### src/sexpr_token_scanner_unit_assert.svh
// Assertion macros shared by the token scanner modules.
`ifndef SEXPR_TOKEN_SCANNER_UNIT_ASSERT_SVH
`define SEXPR_TOKEN_SCANNER_UNIT_ASSERT_SVH

// A condition that must hold at every clock edge outside reset.
`define SXTOK_ASSERT_ALWAYS(label, clk, rst_n, cond, msg) \
    label: assert property (@(posedge clk) disable iff (!rst_n) (cond)) else $error(msg);

// A condition that must hold in the cycle after a trigger.
`define SXTOK_ASSERT_NEXT(label, clk, rst_n, trig, cond, msg) \
    label: assert property (@(posedge clk) disable iff (!rst_n) (trig) |=> (cond)) \
        else $error(msg);

`endif

### src/sxtok_pkg.sv
// Shared types, constants and byte classification for the token scanner.
package sxtok_pkg;

    // Width of the integer token value.
    localparam int INT_BITS = 31;

    // Token kind codes.
    localparam logic [2:0] KIND_OPEN  = 3'd0;
    localparam logic [2:0] KIND_CLOSE = 3'd1;
    localparam logic [2:0] KIND_IDENT = 3'd2;
    localparam logic [2:0] KIND_INT   = 3'd3;
    localparam logic [2:0] KIND_EOS   = 3'd4;
    localparam logic [2:0] KIND_ERR   = 3'd5;

    // Error codes.
    localparam logic ERR_UNEXPECTED = 1'b0;
    localparam logic ERR_RANGE      = 1'b1;

    // Special characters.
    localparam logic [7:0] CH_OPEN  = 8'h28;
    localparam logic [7:0] CH_CLOSE = 8'h29;
    localparam logic [7:0] CH_ZERO  = 8'h30;
    localparam logic [7:0] CH_NINE  = 8'h39;

    // Job queue depth between front and back.
    localparam int QUEUE_DEPTH = 4;
    localparam int QUEUE_PTR_W = $clog2(QUEUE_DEPTH);
    localparam int QUEUE_CNT_W = $clog2(QUEUE_DEPTH + 1);

    typedef struct packed {
        logic [7:0] source_byte;
        logic       end_of_source;
    } t_in;

    typedef struct packed {
        logic [2:0]          token_kind;
        logic [7:0]          ident_char;
        logic                ident_final;
        logic [INT_BITS-1:0] int_value;
        logic                error_code;
        logic                last_of_run;
    } t_out;

    // One input byte's results: one or two tokens.
    typedef struct packed {
        t_out res0;
        t_out res1;
        logic two;
    } t_job;

    typedef enum logic [2:0] {
        CLS_SPACE,
        CLS_OPEN,
        CLS_CLOSE,
        CLS_IDENT,
        CLS_DIGIT,
        CLS_OTHER
    } t_byte_class;

    // Builds a token with the last-of-run flag clear.
    function automatic t_out make_token(input logic [2:0] kind, input logic [7:0] ch,
                                        input logic fin, input logic [INT_BITS-1:0] val,
                                        input logic err);
        t_out t;
        t.token_kind  = kind;
        t.ident_char  = ch;
        t.ident_final = fin;
        t.int_value   = val;
        t.error_code  = err;
        t.last_of_run = 1'b0;
        return t;
    endfunction

    // Sorts a source byte into its lexical class.
    function automatic t_byte_class classify(input logic [7:0] b);
        t_byte_class c;
        priority if (b == CH_OPEN) begin
            c = CLS_OPEN;
        end else if (b == CH_CLOSE) begin
            c = CLS_CLOSE;
        end else if (b == 8'h20 || (b >= 8'h09 && b <= 8'h0D)) begin
            c = CLS_SPACE;
        end else if (b >= CH_ZERO && b <= CH_NINE) begin
            c = CLS_DIGIT;
        end else if ((b >= 8'h41 && b <= 8'h5A) || (b >= 8'h61 && b <= 8'h7A)) begin
            c = CLS_IDENT;
        end else if (b == 8'h21 || b == 8'h24 || b == 8'h25 || b == 8'h26 ||
                     b == 8'h2A || b == 8'h2B || b == 8'h2D || b == 8'h2E ||
                     b == 8'h2F || b == 8'h3A || b == 8'h3C || b == 8'h3D ||
                     b == 8'h3E || b == 8'h3F || b == 8'h40 || b == 8'h5E ||
                     b == 8'h5F || b == 8'h7E) begin
            c = CLS_IDENT;
        end else begin
            c = CLS_OTHER;
        end
        return c;
    endfunction

endpackage

### src/sxtok_front.sv
// Front end: classifies each source byte, tracks the scan state and builds token jobs.
module sxtok_front import sxtok_pkg::*; (
    input  logic i_clk,
    input  logic i_rst_n,
    input  logic i_valid,
    input  t_in  i_item,
    input  logic i_q_full,
    output logic o_ready,
    output logic o_job_push,
    output t_job o_job
);

    `include "sexpr_token_scanner_unit_assert.svh"

    localparam int PW = INT_BITS + 4;

    typedef enum logic [1:0] {
        MODE_IDLE,
        MODE_IDENT,
        MODE_INT,
        MODE_DEAD
    } t_mode;

    t_mode               r_mode, n_mode;
    logic [7:0]          r_held, n_held;
    logic [INT_BITS-1:0] r_acc, n_acc;
    logic                r_ovf, n_ovf;

    logic accept;
    logic flush_v, tail_v, live, start;
    t_out flush_r, tail_r;
    t_byte_class cls;
    logic [3:0]    digit;
    logic [PW-1:0] acc_w, prod;
    logic          eos;
    logic [7:0]    b;

    assign o_ready = !i_q_full;
    assign accept  = i_valid && !i_q_full;
    assign b       = i_item.source_byte;
    assign eos     = i_item.end_of_source;
    assign cls     = classify(b);
    assign digit   = b[3:0];

    // Next decimal value: acc * 10 + digit, wide enough to see an overflow.
    assign acc_w = PW'(r_acc);
    assign prod  = (acc_w << 3) + (acc_w << 1) + PW'(digit);

    // Scan step: a flushed or continued token first, then a token from the new byte.
    always_comb begin
        n_mode  = r_mode;
        n_held  = r_held;
        n_acc   = r_acc;
        n_ovf   = r_ovf;
        flush_v = 1'b0;
        tail_v  = 1'b0;
        flush_r = '0;
        tail_r  = '0;
        live    = 1'b1;
        start   = 1'b0;

        unique case (r_mode)
            MODE_DEAD: begin
                live = 1'b0;
            end
            MODE_IDENT: begin
                flush_v = 1'b1;
                if (!eos && (cls == CLS_IDENT || cls == CLS_DIGIT)) begin
                    flush_r = make_token(KIND_IDENT, r_held, 1'b0, '0, 1'b0);
                    n_held  = b;
                end else begin
                    flush_r = make_token(KIND_IDENT, r_held, 1'b1, '0, 1'b0);
                    n_held  = '0;
                    n_mode  = MODE_IDLE;
                    start   = !eos;
                end
            end
            MODE_INT: begin
                if (!eos && cls == CLS_DIGIT) begin
                    if (!r_ovf) begin
                        if (prod[PW-1:INT_BITS] != '0) begin
                            n_ovf = 1'b1;
                        end else begin
                            n_acc = prod[INT_BITS-1:0];
                        end
                    end
                end else if (r_ovf) begin
                    flush_v = 1'b1;
                    flush_r = make_token(KIND_ERR, '0, 1'b0, '0, ERR_RANGE);
                    n_mode  = MODE_DEAD;
                    live    = 1'b0;
                end else begin
                    flush_v = 1'b1;
                    flush_r = make_token(KIND_INT, '0, 1'b0, r_acc, 1'b0);
                    n_mode  = MODE_IDLE;
                    n_acc   = '0;
                    start   = !eos;
                end
            end
            default: begin
                start = !eos;
            end
        endcase

        // A byte seen with no token pending.
        if (start) begin
            unique case (cls)
                CLS_OPEN: begin
                    tail_v = 1'b1;
                    tail_r = make_token(KIND_OPEN, '0, 1'b0, '0, 1'b0);
                end
                CLS_CLOSE: begin
                    tail_v = 1'b1;
                    tail_r = make_token(KIND_CLOSE, '0, 1'b0, '0, 1'b0);
                end
                CLS_SPACE: begin
                end
                CLS_IDENT: begin
                    n_mode = MODE_IDENT;
                    n_held = b;
                end
                CLS_DIGIT: begin
                    n_mode = MODE_INT;
                    n_acc  = INT_BITS'(digit);
                    n_ovf  = 1'b0;
                end
                default: begin
                    tail_v = 1'b1;
                    tail_r = make_token(KIND_ERR, '0, 1'b0, '0, ERR_UNEXPECTED);
                    n_mode = MODE_DEAD;
                end
            endcase
        end

        // End of source closes the stream.
        if (eos && live) begin
            tail_v = 1'b1;
            tail_r = make_token(KIND_EOS, '0, 1'b0, '0, 1'b0);
            n_mode = MODE_IDLE;
        end
    end

    // Pack the one or two tokens into a job, flagging the last one.
    always_comb begin
        if (flush_v) begin
            o_job.res0             = flush_r;
            o_job.res0.last_of_run = !tail_v;
            o_job.res1             = tail_r;
            o_job.res1.last_of_run = 1'b1;
            o_job.two              = tail_v;
        end else begin
            o_job.res0             = tail_r;
            o_job.res0.last_of_run = 1'b1;
            o_job.res1             = tail_r;
            o_job.res1.last_of_run = 1'b1;
            o_job.two              = 1'b0;
        end
    end

    assign o_job_push = accept && (flush_v || tail_v);

    // Scan state registers.
    always_ff @(posedge i_clk) begin
        if (!i_rst_n) begin
            r_mode <= MODE_IDLE;
            r_held <= '0;
            r_acc  <= '0;
            r_ovf  <= 1'b0;
        end else if (accept) begin
            r_mode <= n_mode;
            r_held <= n_held;
            r_acc  <= n_acc;
            r_ovf  <= n_ovf;
        end
    end

    `SXTOK_ASSERT_ALWAYS(a_dead_silent, i_clk, i_rst_n, !(r_mode == MODE_DEAD && o_job_push), "dead scanner produced a token")
    `SXTOK_ASSERT_NEXT(a_eos_idle, i_clk, i_rst_n, accept && eos && r_mode != MODE_DEAD && !(r_mode == MODE_INT && r_ovf), r_mode == MODE_IDLE, "end of source did not return to idle")

endmodule

### src/sxtok_queue.sv
// Short job queue that decouples the front end from the token output stage.
module sxtok_queue import sxtok_pkg::*; (
    input  logic i_clk,
    input  logic i_rst_n,
    input  logic i_push,
    input  t_job i_job,
    output logic o_full,
    input  logic i_pop,
    output logic o_empty,
    output t_job o_head
);

    `include "sexpr_token_scanner_unit_assert.svh"

    t_job                   r_mem [QUEUE_DEPTH];
    logic [QUEUE_PTR_W-1:0] r_wr, r_rd;
    logic [QUEUE_CNT_W-1:0] r_count;
    logic                   do_push, do_pop;

    assign o_full  = (r_count == QUEUE_CNT_W'(QUEUE_DEPTH));
    assign o_empty = (r_count == '0);
    assign o_head  = r_mem[r_rd];
    assign do_push = i_push && !o_full;
    assign do_pop  = i_pop && !o_empty;

    // Storage write.
    always_ff @(posedge i_clk) begin
        if (do_push) begin
            r_mem[r_wr] <= i_job;
        end
    end

    // Pointers and fill count.
    always_ff @(posedge i_clk) begin
        if (!i_rst_n) begin
            r_wr    <= '0;
            r_rd    <= '0;
            r_count <= '0;
        end else begin
            if (do_push) begin
                r_wr <= r_wr + 1'b1;
            end
            if (do_pop) begin
                r_rd <= r_rd + 1'b1;
            end
            if (do_push && !do_pop) begin
                r_count <= r_count + 1'b1;
            end else if (do_pop && !do_push) begin
                r_count <= r_count - 1'b1;
            end
        end
    end

    `SXTOK_ASSERT_ALWAYS(a_count_bound, i_clk, i_rst_n, r_count <= QUEUE_CNT_W'(QUEUE_DEPTH), "queue count beyond depth")
    `SXTOK_ASSERT_NEXT(a_count_up, i_clk, i_rst_n, do_push && !do_pop, r_count == $past(r_count) + 1'b1, "queue count did not grow on push")

endmodule

### src/sxtok_back.sv
// Back end: takes jobs from the queue and hands out their tokens one per request.
module sxtok_back import sxtok_pkg::*; (
    input  logic i_clk,
    input  logic i_rst_n,
    input  logic i_q_empty,
    input  t_job i_head,
    output logic o_q_pop,
    output logic o_empty,
    input  logic i_pop,
    output t_out o_token
);

    `include "sexpr_token_scanner_unit_assert.svh"

    t_job r_job;
    logic r_valid;
    logic r_idx;
    logic advance, done, load;

    // Step to the second token of a job, or finish the job.
    assign advance = r_valid && i_pop && !r_idx && r_job.two;
    assign done    = r_valid && i_pop && !advance;
    assign load    = (!r_valid || done) && !i_q_empty;
    assign o_q_pop = load;
    assign o_empty = !r_valid;
    assign o_token = r_idx ? r_job.res1 : r_job.res0;

    // Output control.
    always_ff @(posedge i_clk) begin
        if (!i_rst_n) begin
            r_valid <= 1'b0;
            r_idx   <= 1'b0;
        end else if (advance) begin
            r_idx <= 1'b1;
        end else if (!r_valid || done) begin
            r_valid <= !i_q_empty;
            r_idx   <= 1'b0;
        end
    end

    // Job register.
    always_ff @(posedge i_clk) begin
        if (load) begin
            r_job <= i_head;
        end
    end

    `SXTOK_ASSERT_ALWAYS(a_second_exists, i_clk, i_rst_n, !(r_valid && r_idx) || r_job.two, "second token shown for a one-token job")

endmodule

### src/sexpr_token_scanner_unit.sv
// S-expression token scanner: top level joining front end, job queue and output stage.
//
// Usage:
//   Source bytes enter on i_item with push/full: a request is taken at a clock edge
//   where push is high and full is low. Set end_of_source on the last request of a
//   text to flush a pending token and get an end-of-stream token.
//   Tokens leave on o_token with empty/pop: the oldest token is shown while empty is
//   low and is taken at an edge where pop is high. last_of_run marks the final token
//   caused by one input byte; one byte causes zero, one or two tokens.
// Path: the job for an accepted request is written to the queue at the edge that
//   accepts the request and moves into the output register once that register is free.
// Throughput: one byte per cycle while full is low; the output stage hands out one token
//   per cycle while pop is high, so a byte that causes two tokens needs two pops.
// Stalls: a four-entry job queue sits between the front end and the output stage;
//   full is high while that queue holds four jobs. With pop held low, the output
//   register and the queue take five token-producing bytes before full rises.
// Reset (i_rst_n low, synchronous) returns the scanner to idle and drops all
//   pending tokens. After an error the scanner ignores input until reset.
module sexpr_token_scanner_unit import sxtok_pkg::*; (
    input  logic i_clk,
    input  logic i_rst_n,
    input  logic push,
    output logic full,
    input  t_in  i_item,
    output logic empty,
    input  logic pop,
    output t_out o_token
);

    logic front_ready;
    logic job_push;
    t_job job;
    logic q_full, q_empty, q_pop;
    t_job q_head;

    assign full = !front_ready;

    // Byte classification and scan state.
    sxtok_front u_front (
        .i_clk      (i_clk),
        .i_rst_n    (i_rst_n),
        .i_valid    (push),
        .i_item     (i_item),
        .i_q_full   (q_full),
        .o_ready    (front_ready),
        .o_job_push (job_push),
        .o_job      (job)
    );

    // Decoupling queue.
    sxtok_queue u_queue (
        .i_clk   (i_clk),
        .i_rst_n (i_rst_n),
        .i_push  (job_push),
        .i_job   (job),
        .o_full  (q_full),
        .i_pop   (q_pop),
        .o_empty (q_empty),
        .o_head  (q_head)
    );

    // Token output stage.
    sxtok_back u_back (
        .i_clk     (i_clk),
        .i_rst_n   (i_rst_n),
        .i_q_empty (q_empty),
        .i_head    (q_head),
        .o_q_pop   (q_pop),
        .o_empty   (empty),
        .i_pop     (pop),
        .o_token   (o_token)
    );

endmodule
### config.mk
export PLATFORM = sky130hd
export DESIGN_NAME = sexpr_token_scanner_unit
export DESIGN_NICKNAME = d
export VERILOG_FILES = /design/src/sxtok_pkg.sv /design/src/sxtok_front.sv /design/src/sxtok_queue.sv /design/src/sxtok_back.sv /design/src/sexpr_token_scanner_unit.sv
export VERILOG_INCLUDE_DIRS = /design/src /design/src/src
export SDC_FILE = /design/constraint.sdc
export NUM_CORES = 1
export LEC_CHECK = 0
export ABC_AREA = 1
export BUFFER_PORTS_ARGS = -buffer_cell sky130_fd_sc_hd__buf_4
export CORE_ASPECT_RATIO = 0.7
export CORE_MARGIN = 3
export CORE_UTILIZATION = 42
export CTS_BUF_LIST = sky130_fd_sc_hd__clkbuf_8
export CTS_CLUSTER_SIZE = 25
export DETAILED_ROUTE_END_ITERATION = 8
export GPL_ROUTABILITY_DRIVEN = 0
export GPL_TIMING_DRIVEN = 0
export MAX_ROUTING_LAYER = met4
export PLACE_DENSITY = 0.62
export SETUP_SLACK_MARGIN = 0.2
export SKIP_CTS_REPAIR_TIMING = 1
export SLEW_MARGIN = 20
export SYNTH_ARGS = -nofsm -noshare
export SYNTH_HDL_FRONTEND = slang
export SYNTH_SLANG_ARGS = --single-unit
### constraint.sdc
create_clock -name i_clk -period 5.5 [get_ports i_clk]
set_clock_uncertainty 0.05 [all_clocks]
set_input_delay 1.65 -clock i_clk [delete_from_list [all_inputs] [get_ports i_clk]]
set_output_delay 1.65 -clock i_clk [all_outputs]
set_load 0.05 [all_outputs]
==> metrics.cfg <==
[run_status]
status=completed

[grt]
grt_usage_pct=21.7
grt_pass1_vias=11276
antenna_found_initial=0
grt_start_max_net_pins=28
grt_pass1_wl_um=63200
grt_overflow=0

[yosys]
yosys-top-cells-area=edfxtp_1, nand2_1, dfxtp_1
ys_seq_area_share_pct=54.1
synthesis.nets=1790
synth_edf_count=240
yosysUniqueCellTypes=45
yosysTopAreaCell=edfxtp_1
async_flop_share_pct=0
synth_cells=1704
avgSynthCellArea_sq_um=8.92
synth_top_flop_cell=edfxtp_1
synth_top_area_share_pct=47.4
syn_area_sq_um=15200
ys_ff_latch=291
yosysWarningCount=0

[drt]
dr.first_iter.drc_count=1041
ant_nets=0
routedWlPerCell_um=17.6
viasPerCell=5.24
drc=0
routed-via-count=12193
first_pass_iters=5
wl_um=40900

[critical_path]
cp_max_fo=10
path_cells=buf_4, fa_1, fa_1, nand2_1, nand2_1, nand3_1, nand2_1, nand2_1, nand2_2, nand2_1, nand2_1, nand2_1, nand2_1, nor2_4, buf_2, nand4_1, nand3_1, nand2_1, nand2_1, a21oi_1
r2r_cells=19
critPathLaunchType=primary input
path_common_cell=nand2_1
required_ps=5890
worstSetupPathType=primary input to flop
slowest_stage=fa_1
slowest_delay_ps=530
cp_data_arrival_time_ps=4650
r2r-end=u_front.r_acc[28]
worstSetupEndpointType=flop
reg2reg_from=u_front.r_acc[0]
rrSetupSlack_ps=1940

[clock_tree]
cts_tree=yes
clock_tree.root_cell=clkbuf_8
cts.htree.levels=2
cts_buffers=45
path_clk_slew_ps=60
cts_sinks=291
clk_latency_ps=580
clockBufferDepth=3

[sta]
timing.fmax_mhz=235
rsz0062_at_grt=no
hold_viol_final=0
layout_worst_path_cycle_share_pct=77.5
tns_ps=0
slew_violations=0
maxSlewHeadroom_pct=40.5
setup_viol=0
period_needed_ps=4260
tightest_slew_ps=882

[die]
die_w_um=233
core-area_sq_um=35200
rows=57
start_util_pct=43.2
dieArea_sq_um=38500
ios=60
die_y_um=165

[finish]
fin_util_pct=49.4
nets=1905
antenna_cells=0
final_common_cell=nand2_1
final_cell_mix=nand2_1, nor2_1, edfxtp_1
area_growth_syn_to_layout_pct=14.2
layout-drive-gt1-share_pct=10.8

[power_and_ir_drop]
p_per_area_nw_per_um2=416
power_mw=7.22
peakVddDrop_mv=0.258
leakage_nw=7.40

[hold_path]
min_path_type=flop to flop
hold_end=u_queue.r_count[1]
worstHoldPathCells=2
hp-start=u_queue.r_count[1]

[run]
max_cap_viol_count=0

[placed_design]
dpl.hpwl_um=30400
io_buffers=58

-- critical path: cells and delay by family --
kind	cells	cell delay (ps)
AO/OA/AOI/OAI	1	80
buffers and inverters	2	440
adder cells (fa/ha/maj)	2	1010
AND/OR/NAND/NOR	15	1470
-- report_power, final --
group          internal [mW]  switching [mW]  total [mW]
Sequential              2.83          0.0988        2.92
Clock                  0.871           0.850        1.72
Combinational          0.701            1.87        2.58
Total                   4.40            2.82        7.22
-- sequential cells by signal, indices dropped and copies added, names as in the netlist --
| register | count |
|---|---|
| u_queue.r_count | 3 |
| u_back.r_job | 48 |
| u_queue.r_mem | 192 |
| u_front.r_held | 8 |
| u_back.r_valid | 1 |
| u_queue.r_wr | 2 |
| u_front.r_mode | 2 |
| u_front.r_ovf | 1 |
| u_front.r_acc | 31 |
| u_queue.r_rd | 2 |
| u_back.r_idx | 1 |
-- layout make-up --
class | count | area (sq um)
multi-input cells | 1136 | 5920
inverters | 204 | 766
fillers | 3289 | 17800
well taps | 472 | 591
flip-flops and latches | 291 | 8230
clock buffers | 52 | 716
clock inverters | 30 | 143
repair buffers | 68 | 668
plain buffers | 73 | 322
-- cells in the mapped netlist, types with 3 or more instances --
cell / n
buf_4: 3
edfxtp_1: 240
o211ai_1: 4
nand3_1: 111
nand2_2: 13
nand4_1: 13
inv_1: 190
o21ai_0: 122
nor3_1: 6
buf_2: 11
buf_6: 3
xnor2_1: 17
ha_1: 70
or2_2: 3
xor2_1: 6
inv_2: 11
o21ai_1: 3
clkbuf_1: 56
dfxtp_1: 51
a22oi_1: 4
a21oi_2: 6
nor2_2: 4
clkinv_1: 3
nor2_1: 256
nor2_4: 4
nand3_2: 3
a21o_1: 3
a21oi_1: 90
o21bai_1: 4
nand2_1: 326
fa_1: 3
o22ai_1: 49
-- layer usage --
| metal | vias up | global-route usage (%) | routed length (um) |
|---|---|---|---|
| met4 | 0 | 4.39 | 588 |
| met1 | 5759 | 32.8 | 20400 |
| li1 | 5952 | - | - |
| met3 | 49 | 4.97 | 3530 |
| met5 | - | - | 0 |
| met2 | 433 | 29.7 | 16500 |
-- per-stage QoR --
stage               instance area, sq um  hold slack (ps)  cells  setup slack, ps
detailed placement                 16500              441   2244              699
finish                             17400              449   2326             1240
global placement                   16200              431   2234            -1930
CTS                                17400              449   2326             1310
floorplan                          15200              420   1704              153
global route                       17400              476   2326              987
-- logic make-up (layout without fill, tap and decap cells) --
group           Yosys count  in the layout  share of synthesized area (%)
flops                   291            291                           54.1
simple gates            748            748                           20.6
xor+xnor                 23             23                           1.33
buf+inv                 277            427                           7.15
compound gates          292            292                           10.6
fa+ha+maj                73             73                           6.16
-- worst max path at each step --
stage	end	from	depth (start not counted)
floorplan	u_queue.r_mem[0][0]	i_item[4]	15
global placement	u_queue.r_mem[3][60]	i_item[4]	16
detailed placement	u_queue.r_mem[1][57]	i_item[4]	18
CTS	u_front.r_acc[0]	i_item[4]	19
global route	u_front.r_acc[3]	i_item[4]	22
finish	u_front.r_acc[28]	i_item[4]	20
Power figures use the tool's default switching activity.
